==> src/hw/rtl/spq_pkg.sv <==
// Package for the sorted priority queue: sizes, operation and status codes,
// and the command struct between controller and datapath. No dependencies.
package spq_pkg;

	localparam int CAPACITY   = 16;
	localparam int DATA_WIDTH = 32;
	localparam int IN_DATA_W  = 32;
	localparam int PRIO_W     = 16;
	localparam int COUNT_W    = $clog2(CAPACITY + 1);
	localparam int OP_W       = 2;
	localparam int STATUS_W   = 2;

	typedef enum logic [OP_W-1:0] {
		OP_PUSH  = 2'd0,
		OP_POP   = 2'd1,
		OP_CLEAR = 2'd2
	} op_t;

	typedef enum logic [STATUS_W-1:0] {
		ST_DONE      = 2'd0,
		ST_POP_EMPTY = 2'd1,
		ST_PUSH_FULL = 2'd2
	} status_t;

	// Commands from the controller to the datapath.
	typedef struct packed {
		logic capture;
		logic execute;
	} cmd_t;

endpackage

==> src/hw/rtl/spq_req_if.sv <==
// Request channel of the sorted priority queue.
// Depends on spq_pkg.
interface spq_req_if import spq_pkg::*; ();
	logic                       valid;
	logic                       ready;
	logic [OP_W-1:0]            operation;
	logic [IN_DATA_W-1:0]       data_in;
	logic signed [PRIO_W-1:0]   priority_in;

	modport source (output valid, output operation, output data_in, output priority_in,
		input ready);
	modport sink (input valid, input operation, input data_in, input priority_in,
		output ready);
endinterface

==> src/hw/rtl/spq_rsp_if.sv <==
// Response channel of the sorted priority queue.
// Depends on spq_pkg.
interface spq_rsp_if import spq_pkg::*; ();
	logic                 valid;
	logic                 ready;
	logic [IN_DATA_W-1:0] data_out;
	logic [COUNT_W-1:0]   fill_count;
	logic [STATUS_W-1:0]  status;

	modport source (output valid, output data_out, output fill_count, output status,
		input ready);
	modport sink (input valid, input data_out, input fill_count, input status,
		output ready);
endinterface

==> src/hw/rtl/sorted_priority_queue.sv <==
// Sorted priority queue of CAPACITY entries (data word plus signed 16-bit priority),
// kept highest priority first; equal priorities leave in arrival order. Each request
// (push, pop, clear) yields one response carrying the popped word (zero otherwise), the
// count after the operation and a status: done, pop on empty, or push dropped because
// full. A request is captured into the operand registers and applied to the entry
// registers in the execute step, where every stored priority is compared with the new
// one at once and the array shifts in a single step; the queue takes no new request
// until the previous one has executed, and a request waits in the execute step while
// the previous response has not been taken. There is no clearing pass after reset.
// Depends on spq_pkg, spq_req_if, spq_rsp_if, spq_ctrl and spq_datapath.
module sorted_priority_queue import spq_pkg::*; (
	input logic        clk,
	input logic        arst_n,
	spq_req_if.sink    req,
	spq_rsp_if.source  rsp
);

	cmd_t cmd;

	spq_ctrl u_ctrl (
		.clk       (clk),
		.arst_n    (arst_n),
		.req_valid (req.valid),
		.req_ready (req.ready),
		.rsp_valid (rsp.valid),
		.rsp_ready (rsp.ready),
		.cmd       (cmd)
	);

	spq_datapath u_datapath (
		.clk         (clk),
		.arst_n      (arst_n),
		.cmd         (cmd),
		.operation   (req.operation),
		.data_in     (req.data_in),
		.priority_in (req.priority_in),
		.data_out    (rsp.data_out),
		.fill_count  (rsp.fill_count),
		.status      (rsp.status)
	);

`ifndef NO_ASSERTIONS
	a_count_bound: assert property (@(posedge clk) disable iff (!arst_n)
		rsp.valid |-> (rsp.fill_count <= COUNT_W'(CAPACITY)))
		else $error("fill count exceeds capacity");

	a_empty_zero: assert property (@(posedge clk) disable iff (!arst_n)
		(rsp.valid && rsp.status == ST_POP_EMPTY) |-> (rsp.data_out == '0 &&
		rsp.fill_count == '0))
		else $error("pop on empty reports data or a nonzero count");

	a_full_count: assert property (@(posedge clk) disable iff (!arst_n)
		(rsp.valid && rsp.status == ST_PUSH_FULL) |-> (rsp.fill_count ==
		COUNT_W'(CAPACITY) && rsp.data_out == '0))
		else $error("dropped push while not full");

	a_one_at_a_time: assert property (@(posedge clk) disable iff (!arst_n)
		(req.valid && req.ready) |=> !req.ready)
		else $error("request accepted during execution");
`endif

endmodule

==> src/hw/rtl/spq_ctrl.sv <==
// Controller of the sorted priority queue: capture/execute sequencing and
// the response valid flag. Depends on spq_pkg.
module spq_ctrl import spq_pkg::*; (
	input  logic clk,
	input  logic arst_n,
	input  logic req_valid,
	output logic req_ready,
	output logic rsp_valid,
	input  logic rsp_ready,
	output cmd_t cmd
);

	typedef enum logic [1:0] {
		S_IDLE = 2'b01,
		S_EXEC = 2'b10
	} state_t;

	state_t state_q;
	state_t state_d;
	logic   rsp_valid_q;
	logic   exec_go;

	assign req_ready = (state_q == S_IDLE);
	// The result register must be free, or emptied in this cycle, before it is rewritten.
	assign exec_go   = (state_q == S_EXEC) && (!rsp_valid_q || rsp_ready);

	assign cmd.capture = req_valid && req_ready;
	assign cmd.execute = exec_go;
	assign rsp_valid   = rsp_valid_q;

	always_comb begin
		state_d = state_q;
		case (state_q)
			S_IDLE: begin
				if (req_valid) state_d = S_EXEC;
			end
			S_EXEC: begin
				if (exec_go) state_d = S_IDLE;
			end
			default: state_d = S_IDLE;
		endcase
	end

	always_ff @(posedge clk or negedge arst_n) begin
		if (!arst_n) begin
			state_q     <= S_IDLE;
			rsp_valid_q <= 1'b0;
		end else begin
			state_q <= state_d;
			if (exec_go) begin
				rsp_valid_q <= 1'b1;
			end else if (rsp_ready) begin
				rsp_valid_q <= 1'b0;
			end
		end
	end

endmodule

==> src/hw/rtl/spq_datapath.sv <==
// Datapath of the sorted priority queue: operand registers, the sorted entry
// array with parallel compare and shift, and the result register. Depends on spq_pkg.
module spq_datapath import spq_pkg::*; (
	input  logic                     clk,
	input  logic                     arst_n,
	input  cmd_t                     cmd,
	input  logic [OP_W-1:0]          operation,
	input  logic [IN_DATA_W-1:0]     data_in,
	input  logic signed [PRIO_W-1:0] priority_in,
	output logic [IN_DATA_W-1:0]     data_out,
	output logic [COUNT_W-1:0]       fill_count,
	output logic [STATUS_W-1:0]      status
);

	op_t                     op_q;
	logic [DATA_WIDTH-1:0]   word_q;
	logic signed [PRIO_W-1:0] prio_q;

	logic [DATA_WIDTH-1:0]    ent_data_q [CAPACITY];
	logic signed [PRIO_W-1:0] ent_prio_q [CAPACITY];
	logic [COUNT_W-1:0]       count_q;

	logic [DATA_WIDTH-1:0]    ent_data_d [CAPACITY];
	logic signed [PRIO_W-1:0] ent_prio_d [CAPACITY];
	logic [COUNT_W-1:0]       count_d;
	logic [DATA_WIDTH-1:0]    res_data_d;
	status_t                  res_status_d;

	logic [DATA_WIDTH-1:0] res_data_q;
	logic [COUNT_W-1:0]    res_count_q;
	status_t               res_status_q;

	// keep[i]: stored entry i stays in place on a push (it outranks or ties the new one).
	logic [CAPACITY-1:0] keep;
	logic                full;
	logic                empty;

	assign full  = (count_q == COUNT_W'(CAPACITY));
	assign empty = (count_q == '0);

	always_comb begin
		for (int i = 0; i < CAPACITY; i++) begin
			keep[i] = (COUNT_W'(i) < count_q) && (ent_prio_q[i] >= prio_q);
		end
	end

	always_comb begin
		ent_data_d   = ent_data_q;
		ent_prio_d   = ent_prio_q;
		count_d      = count_q;
		res_data_d   = '0;
		res_status_d = ST_DONE;
		case (op_q)
			OP_PUSH: begin
				if (full) begin
					res_status_d = ST_PUSH_FULL;
				end else begin
					for (int i = 0; i < CAPACITY; i++) begin
						if (!keep[i]) begin
							if (i == 0 || keep[(i == 0) ? 0 : i - 1]) begin
								ent_data_d[i] = word_q;
								ent_prio_d[i] = prio_q;
							end else begin
								ent_data_d[i] = ent_data_q[(i == 0) ? 0 : i - 1];
								ent_prio_d[i] = ent_prio_q[(i == 0) ? 0 : i - 1];
							end
						end
					end
					count_d = count_q + COUNT_W'(1);
				end
			end
			OP_POP: begin
				if (empty) begin
					res_status_d = ST_POP_EMPTY;
				end else begin
					res_data_d = ent_data_q[0];
					for (int i = 0; i < CAPACITY - 1; i++) begin
						ent_data_d[i] = ent_data_q[i + 1];
						ent_prio_d[i] = ent_prio_q[i + 1];
					end
					count_d = count_q - COUNT_W'(1);
				end
			end
			OP_CLEAR: begin
				count_d = '0;
			end
			default: begin
				count_d = count_q;
			end
		endcase
	end

	always_ff @(posedge clk) begin
		if (cmd.capture) begin
			op_q   <= op_t'(operation);
			word_q <= DATA_WIDTH'(data_in);
			prio_q <= priority_in;
		end
		if (cmd.execute) begin
			ent_data_q   <= ent_data_d;
			ent_prio_q   <= ent_prio_d;
			res_data_q   <= res_data_d;
			res_count_q  <= count_d;
			res_status_q <= res_status_d;
		end
	end

	always_ff @(posedge clk or negedge arst_n) begin
		if (!arst_n) begin
			count_q <= '0;
		end else if (cmd.execute) begin
			count_q <= count_d;
		end
	end

	assign data_out   = IN_DATA_W'(res_data_q);
	assign fill_count = res_count_q;
	assign status     = res_status_q;

endmodule
==> src/flat_wrapper.sv <==
// flat-port wrapper written by rule: the top's interface ports become plain ports
module sorted_priority_queue_flat import spq_pkg::*;
  (clk, arst_n, req_valid, req_operation, req_data_in, req_priority_in, req_ready, rsp_valid, rsp_data_out, rsp_fill_count, rsp_status, rsp_ready);
  spq_req_if req_i ();
  spq_rsp_if rsp_i ();
  input logic clk;
  input logic arst_n;
  input wire logic [$bits(req_i.valid)-1:0] req_valid;
  input wire logic [$bits(req_i.operation)-1:0] req_operation;
  input wire logic [$bits(req_i.data_in)-1:0] req_data_in;
  input wire logic [$bits(req_i.priority_in)-1:0] req_priority_in;
  output wire logic [$bits(req_i.ready)-1:0] req_ready;
  output wire logic [$bits(rsp_i.valid)-1:0] rsp_valid;
  output wire logic [$bits(rsp_i.data_out)-1:0] rsp_data_out;
  output wire logic [$bits(rsp_i.fill_count)-1:0] rsp_fill_count;
  output wire logic [$bits(rsp_i.status)-1:0] rsp_status;
  input wire logic [$bits(rsp_i.ready)-1:0] rsp_ready;
  assign req_i.valid = req_valid;
  assign req_i.operation = req_operation;
  assign req_i.data_in = req_data_in;
  assign req_i.priority_in = req_priority_in;
  assign req_ready = req_i.ready;
  assign rsp_valid = rsp_i.valid;
  assign rsp_data_out = rsp_i.data_out;
  assign rsp_fill_count = rsp_i.fill_count;
  assign rsp_status = rsp_i.status;
  assign rsp_i.ready = rsp_ready;
  sorted_priority_queue u_core (.clk(clk), .arst_n(arst_n), .req(req_i), .rsp(rsp_i));
endmodule
==> config.mk <==
export PLATFORM = sky130hd
export DESIGN_NAME = sorted_priority_queue_flat
export DESIGN_NICKNAME = d
export VERILOG_FILES = /design/src/hw/rtl/spq_pkg.sv /design/src/hw/rtl/spq_req_if.sv /design/src/hw/rtl/spq_rsp_if.sv /design/src/hw/rtl/sorted_priority_queue.sv /design/src/hw/rtl/spq_ctrl.sv /design/src/hw/rtl/spq_datapath.sv /design/src/flat_wrapper.sv
export SDC_FILE = /design/constraint.sdc
export NUM_CORES = 2
export LEC_CHECK = 0
export BUFFER_PORTS_ARGS = -buffer_cell sky130_fd_sc_hd__buf_2
export CAP_MARGIN = 10
export CORE_UTILIZATION = 60
export DETAILED_ROUTE_END_ITERATION = 10
export PLACE_DENSITY = 0.83
export SETUP_SLACK_MARGIN = 0.15
export SKIP_LAST_GASP = 1
export SYNTH_ARGS = -nofsm -noshare
export SYNTH_HDL_FRONTEND = slang
export SYNTH_SLANG_ARGS = --single-unit
==> constraint.sdc <==
create_clock -name clk -period 9.2 [get_ports clk]
set_input_delay 1.84 -clock clk [delete_from_list [all_inputs] [get_ports clk]]
set_output_delay 1.84 -clock clk [all_outputs]
set_load 0.01 [all_outputs]
==> results.toml <==
[clock_tree]
cts_setup_buffers = 0
cts_buffer_depth = 3
root_buffer = "clkbuf_16"
clkSlewWorstSetupHoldPaths_ps = 60
cts_tree = "done"
cts_buffers = 92
clkSinkCount = 865
cts-htree-levels = 3
clk_latency_ps = 690
ctsResizeCount = 0
cts_hold_buf = 0

[synth]
synth_cell_type_count = 62
syn_nets = 4441
yosysSeqAreaShare = 0.548
yosys_warnings = 0
syn-cell-area_sq_um = 47300
synth_edf_count = 857
synthTopCellsByArea = "edfxtp_1 54%, mux2i_1 14%, ha_1 6.8%"
netlist.area_leader.share = 0.544
synth-main-ff-cell = "edfxtp_1"
synth_seq_cells = 865
yosys.area.top_type = "edfxtp_1"
async_reset_ff_frac = 0.00925
syn_area_per_cell_sq_um = 11.5
synthCells = 4128

[critical_path]
r2r_start = "u_core.u_datapath.prio_q[1]$_DFFE_PP_"
cp_cell_sequence = "inv_1, ha_1, nor2b_1, o211ai_1, a2111oi_0, a2111oi_0, mux2i_4, buf_4, buf_4, a21oi_4, buf_4"
worst-setup-path-type = "flop to flop"
r2r_cells = 11
cpMostUsedCell = "buf_4"
cp_max_fo = 33
critPathRequiredTime_ps = 9500
cp.arrival_ps = 5830
worst_path_largest_cell_delay_ps = 800
r2r-end = "u_core.u_datapath.ent_data_q[271]$_DFFE_PP_"
start_kind = "flop"
reg2reg_slack_ps = 3670
end_kind = "flop"
slowest_stage = "a2111oi_0"

[global_route]
grt.total_usage = 0.346
grt_max_degree = 277
grt_pass1_wl_mm = 208
gr-total-overflow = 0
antenna_found_initial = 7
first_global_vias = 33100

[sta]
fin_hold_ws_ps = 513
fin_ws_ps = 3670
slew_viol_final = 0
period_minus_slack_ps = 5530
worst_pin_slew_ps = 1290
fmaxAchievable_mhz = 181
clock-skew-final_ps = 49.1
fin_setup_tns_ps = 0
slew_headroom = 0.114
finalHoldViolCount = 0
setup_viol = 0
rsz0062_at_grt = "no"
fin_crit_sh = 0.601

[drt]
via_per_inst = 6.81
drtIter0Drc = 5693
wirelength_mm = 139
vias = 35400
first_pass_iters = 6
wire_per_inst_um = 26.8
remaining_drc_errors = 0
drtAntennaViolNets = 0

[min_path]
holdPathStages = 2
min_path_type = "flop to flop"
hp-start = "u_core.u_datapath.ent_data_q[23]$_DFFE_PP_"
hold_path_end = "u_core.u_datapath.ent_data_q[55]$_DFFE_PP_"

[pwr]
p_per_area_nw_per_um2 = 216
leakagePower_nw = 18.6
peakVddDrop_mv = 0.209

[place]
post-dp-hpwl_mm = 85.8
numPortBuffers = 94
post-place-ws_ps = 3820
place_inst = 5024
place_congestion = 0.957

[die]
die_x_um = 283
coreArea_sq_um = 77700
num_rows = 102
pin_count = 95
die_area_sq_um = 80000
start_util = 0.609
dieHeight_um = 283

[layout]
nFillCells = 5558
final_nets = 4393
final_cell_mix = "857 x edfxtp_1, 714 x nand2_1, 637 x mux2i_1, 632 x o21ai_0, 259 x ha_1"
seqCellArea_sq_um = 25900
syn_to_final_growth_pct = 9.51
instances_no_fill = 5198
multi_input_area_sq_um = 20300
drive_above_1_share = 0.0951
layout_commonest_cell = "edfxtp_1"

[job]
cap_violations = 0

[status]
status = "complete, no violations"
## layout make-up
type                    instances  area share
diodes                          3    0.000145
inverters                      57     0.00413
multi-input cells            2901       0.391
well taps                    1040      0.0251
clock buffers                 109      0.0461
clock inverters                60      0.0128
flip-flops and latches        865       0.500
repair buffers                163      0.0204
## through the flow
| step | area [sq um] | utilization | total power [mW] |
|---|---|---|---|
| 3_3_place_gp | 48700 | 0.627 | 7.29 |
| 6_report | 51800 | 0.667 | 11.2 |
| 3_5_place_dp | 48700 | 0.627 | 7.36 |
| 5_1_grt | 51800 | 0.667 | 11.5 |
| 4_1_cts | 51800 | 0.666 | 11.1 |
| 2_1_floorplan | 47300 | - | 6.61 |
## Yosys cell counts (7+ instances only)
cell and number:
buf_2 60, mux2_2 54, and2_1 36, nand4_1 61, nor2_1 48, o211ai_1 14
mux2i_1 639, a22o_1 32, a211oi_1 11, a21oi_1 98, nand2_1 715, dfrtp_1 7
edfxtp_1 857, o221ai_1 8, nand2b_1 10, nand3_1 56, ha_1 259, nor3_1 12
inv_1 57, o21ai_1 41, o311ai_0 31, nor2b_1 18, o21ai_0 632, a21o_1 33
o22ai_1 12, clkbuf_1 222, a2111oi_0 11, buf_1 13, or4_1 7
## cell families (layout without fill, tap and decap cells)
kind of cell | Yosys count | in the layout | synth area share
other | 0 | 3 | 0
and+or+nand+nor | 983 | 983 | 0.0883
adders and majority gates | 259 | 259 | 0.0685
muxes | 693 | 693 | 0.148
buffers and inverters | 362 | 389 | 0.0318
AOI/OAI and AO/OA | 964 | 964 | 0.115
xor gates and xnor gates | 2 | 2 | 0.000370
DFF | 865 | 865 | 0.548
## how the worst max path moves through the flow
stage / from / to / slack [ps] / depth (start not counted)
after floorplan: rsp_ready / u_core.u_datapath.ent_data_q[0]$_DFFE_PP_ / 1480 / 5
after global placement: u_core.u_datapath.prio_q[1]$_DFFE_PP_ / u_core.u_datapath.ent_data_q[269]$_DFFE_PP_ / 3890 / 11
after detailed placement: u_core.u_datapath.prio_q[1]$_DFFE_PP_ / u_core.u_datapath.ent_data_q[274]$_DFFE_PP_ / 3820 / 11
after CTS: u_core.u_datapath.prio_q[1]$_DFFE_PP_ / u_core.u_datapath.ent_data_q[259]$_DFFE_PP_ / 3810 / 11
after global routing: u_core.u_datapath.prio_q[1]$_DFFE_PP_ / u_core.u_datapath.ent_data_q[259]$_DFFE_PP_ / 3500 / 11
final: u_core.u_datapath.prio_q[1]$_DFFE_PP_ / u_core.u_datapath.ent_data_q[271]$_DFFE_PP_ / 3670 / 11
## per-layer routing
metal | global-route usage | part of all wire
met1 | 0.509 | 0.40
met2 | 0.503 | 0.43
met3 | 0.0911 | 0.14
met4 | 0.101 | 0.027
met5 | 0 | 0.00027
## worst max-delay path, delay by kind of cell, from the launching register on
family	cells	cell delay, ps
mux	1	110
buf+inv	4	2040
flops	1	590
fa+ha+maj	1	370
compound gates	4	1800
simple gates	1	140
## power by group
part / internal, mW / switching [mW] / total [mW]
Combinational: 0.956 / 1.59 / 2.55
Clock: 2.18 / 1.63 / 3.81
Sequential: 4.64 / 0.186 / 4.83
## registers in the layout, summed over array words and instances, names as in the netlist
signal                        cells
u_core.u_ctrl.rsp_valid           1
u_core.u_ctrl.state_q             2
u_core.u_datapath.count_q         5
u_core.u_datapath.data_out       32
u_core.u_datapath.ent_data_q    512
u_core.u_datapath.ent_prio_q    256
u_core.u_datapath.fill_count      5
u_core.u_datapath.op_q            2
u_core.u_datapath.prio_q         16
u_core.u_datapath.status          2
u_core.u_datapath.word_q         32
Power figures use the tool's default switching activity.
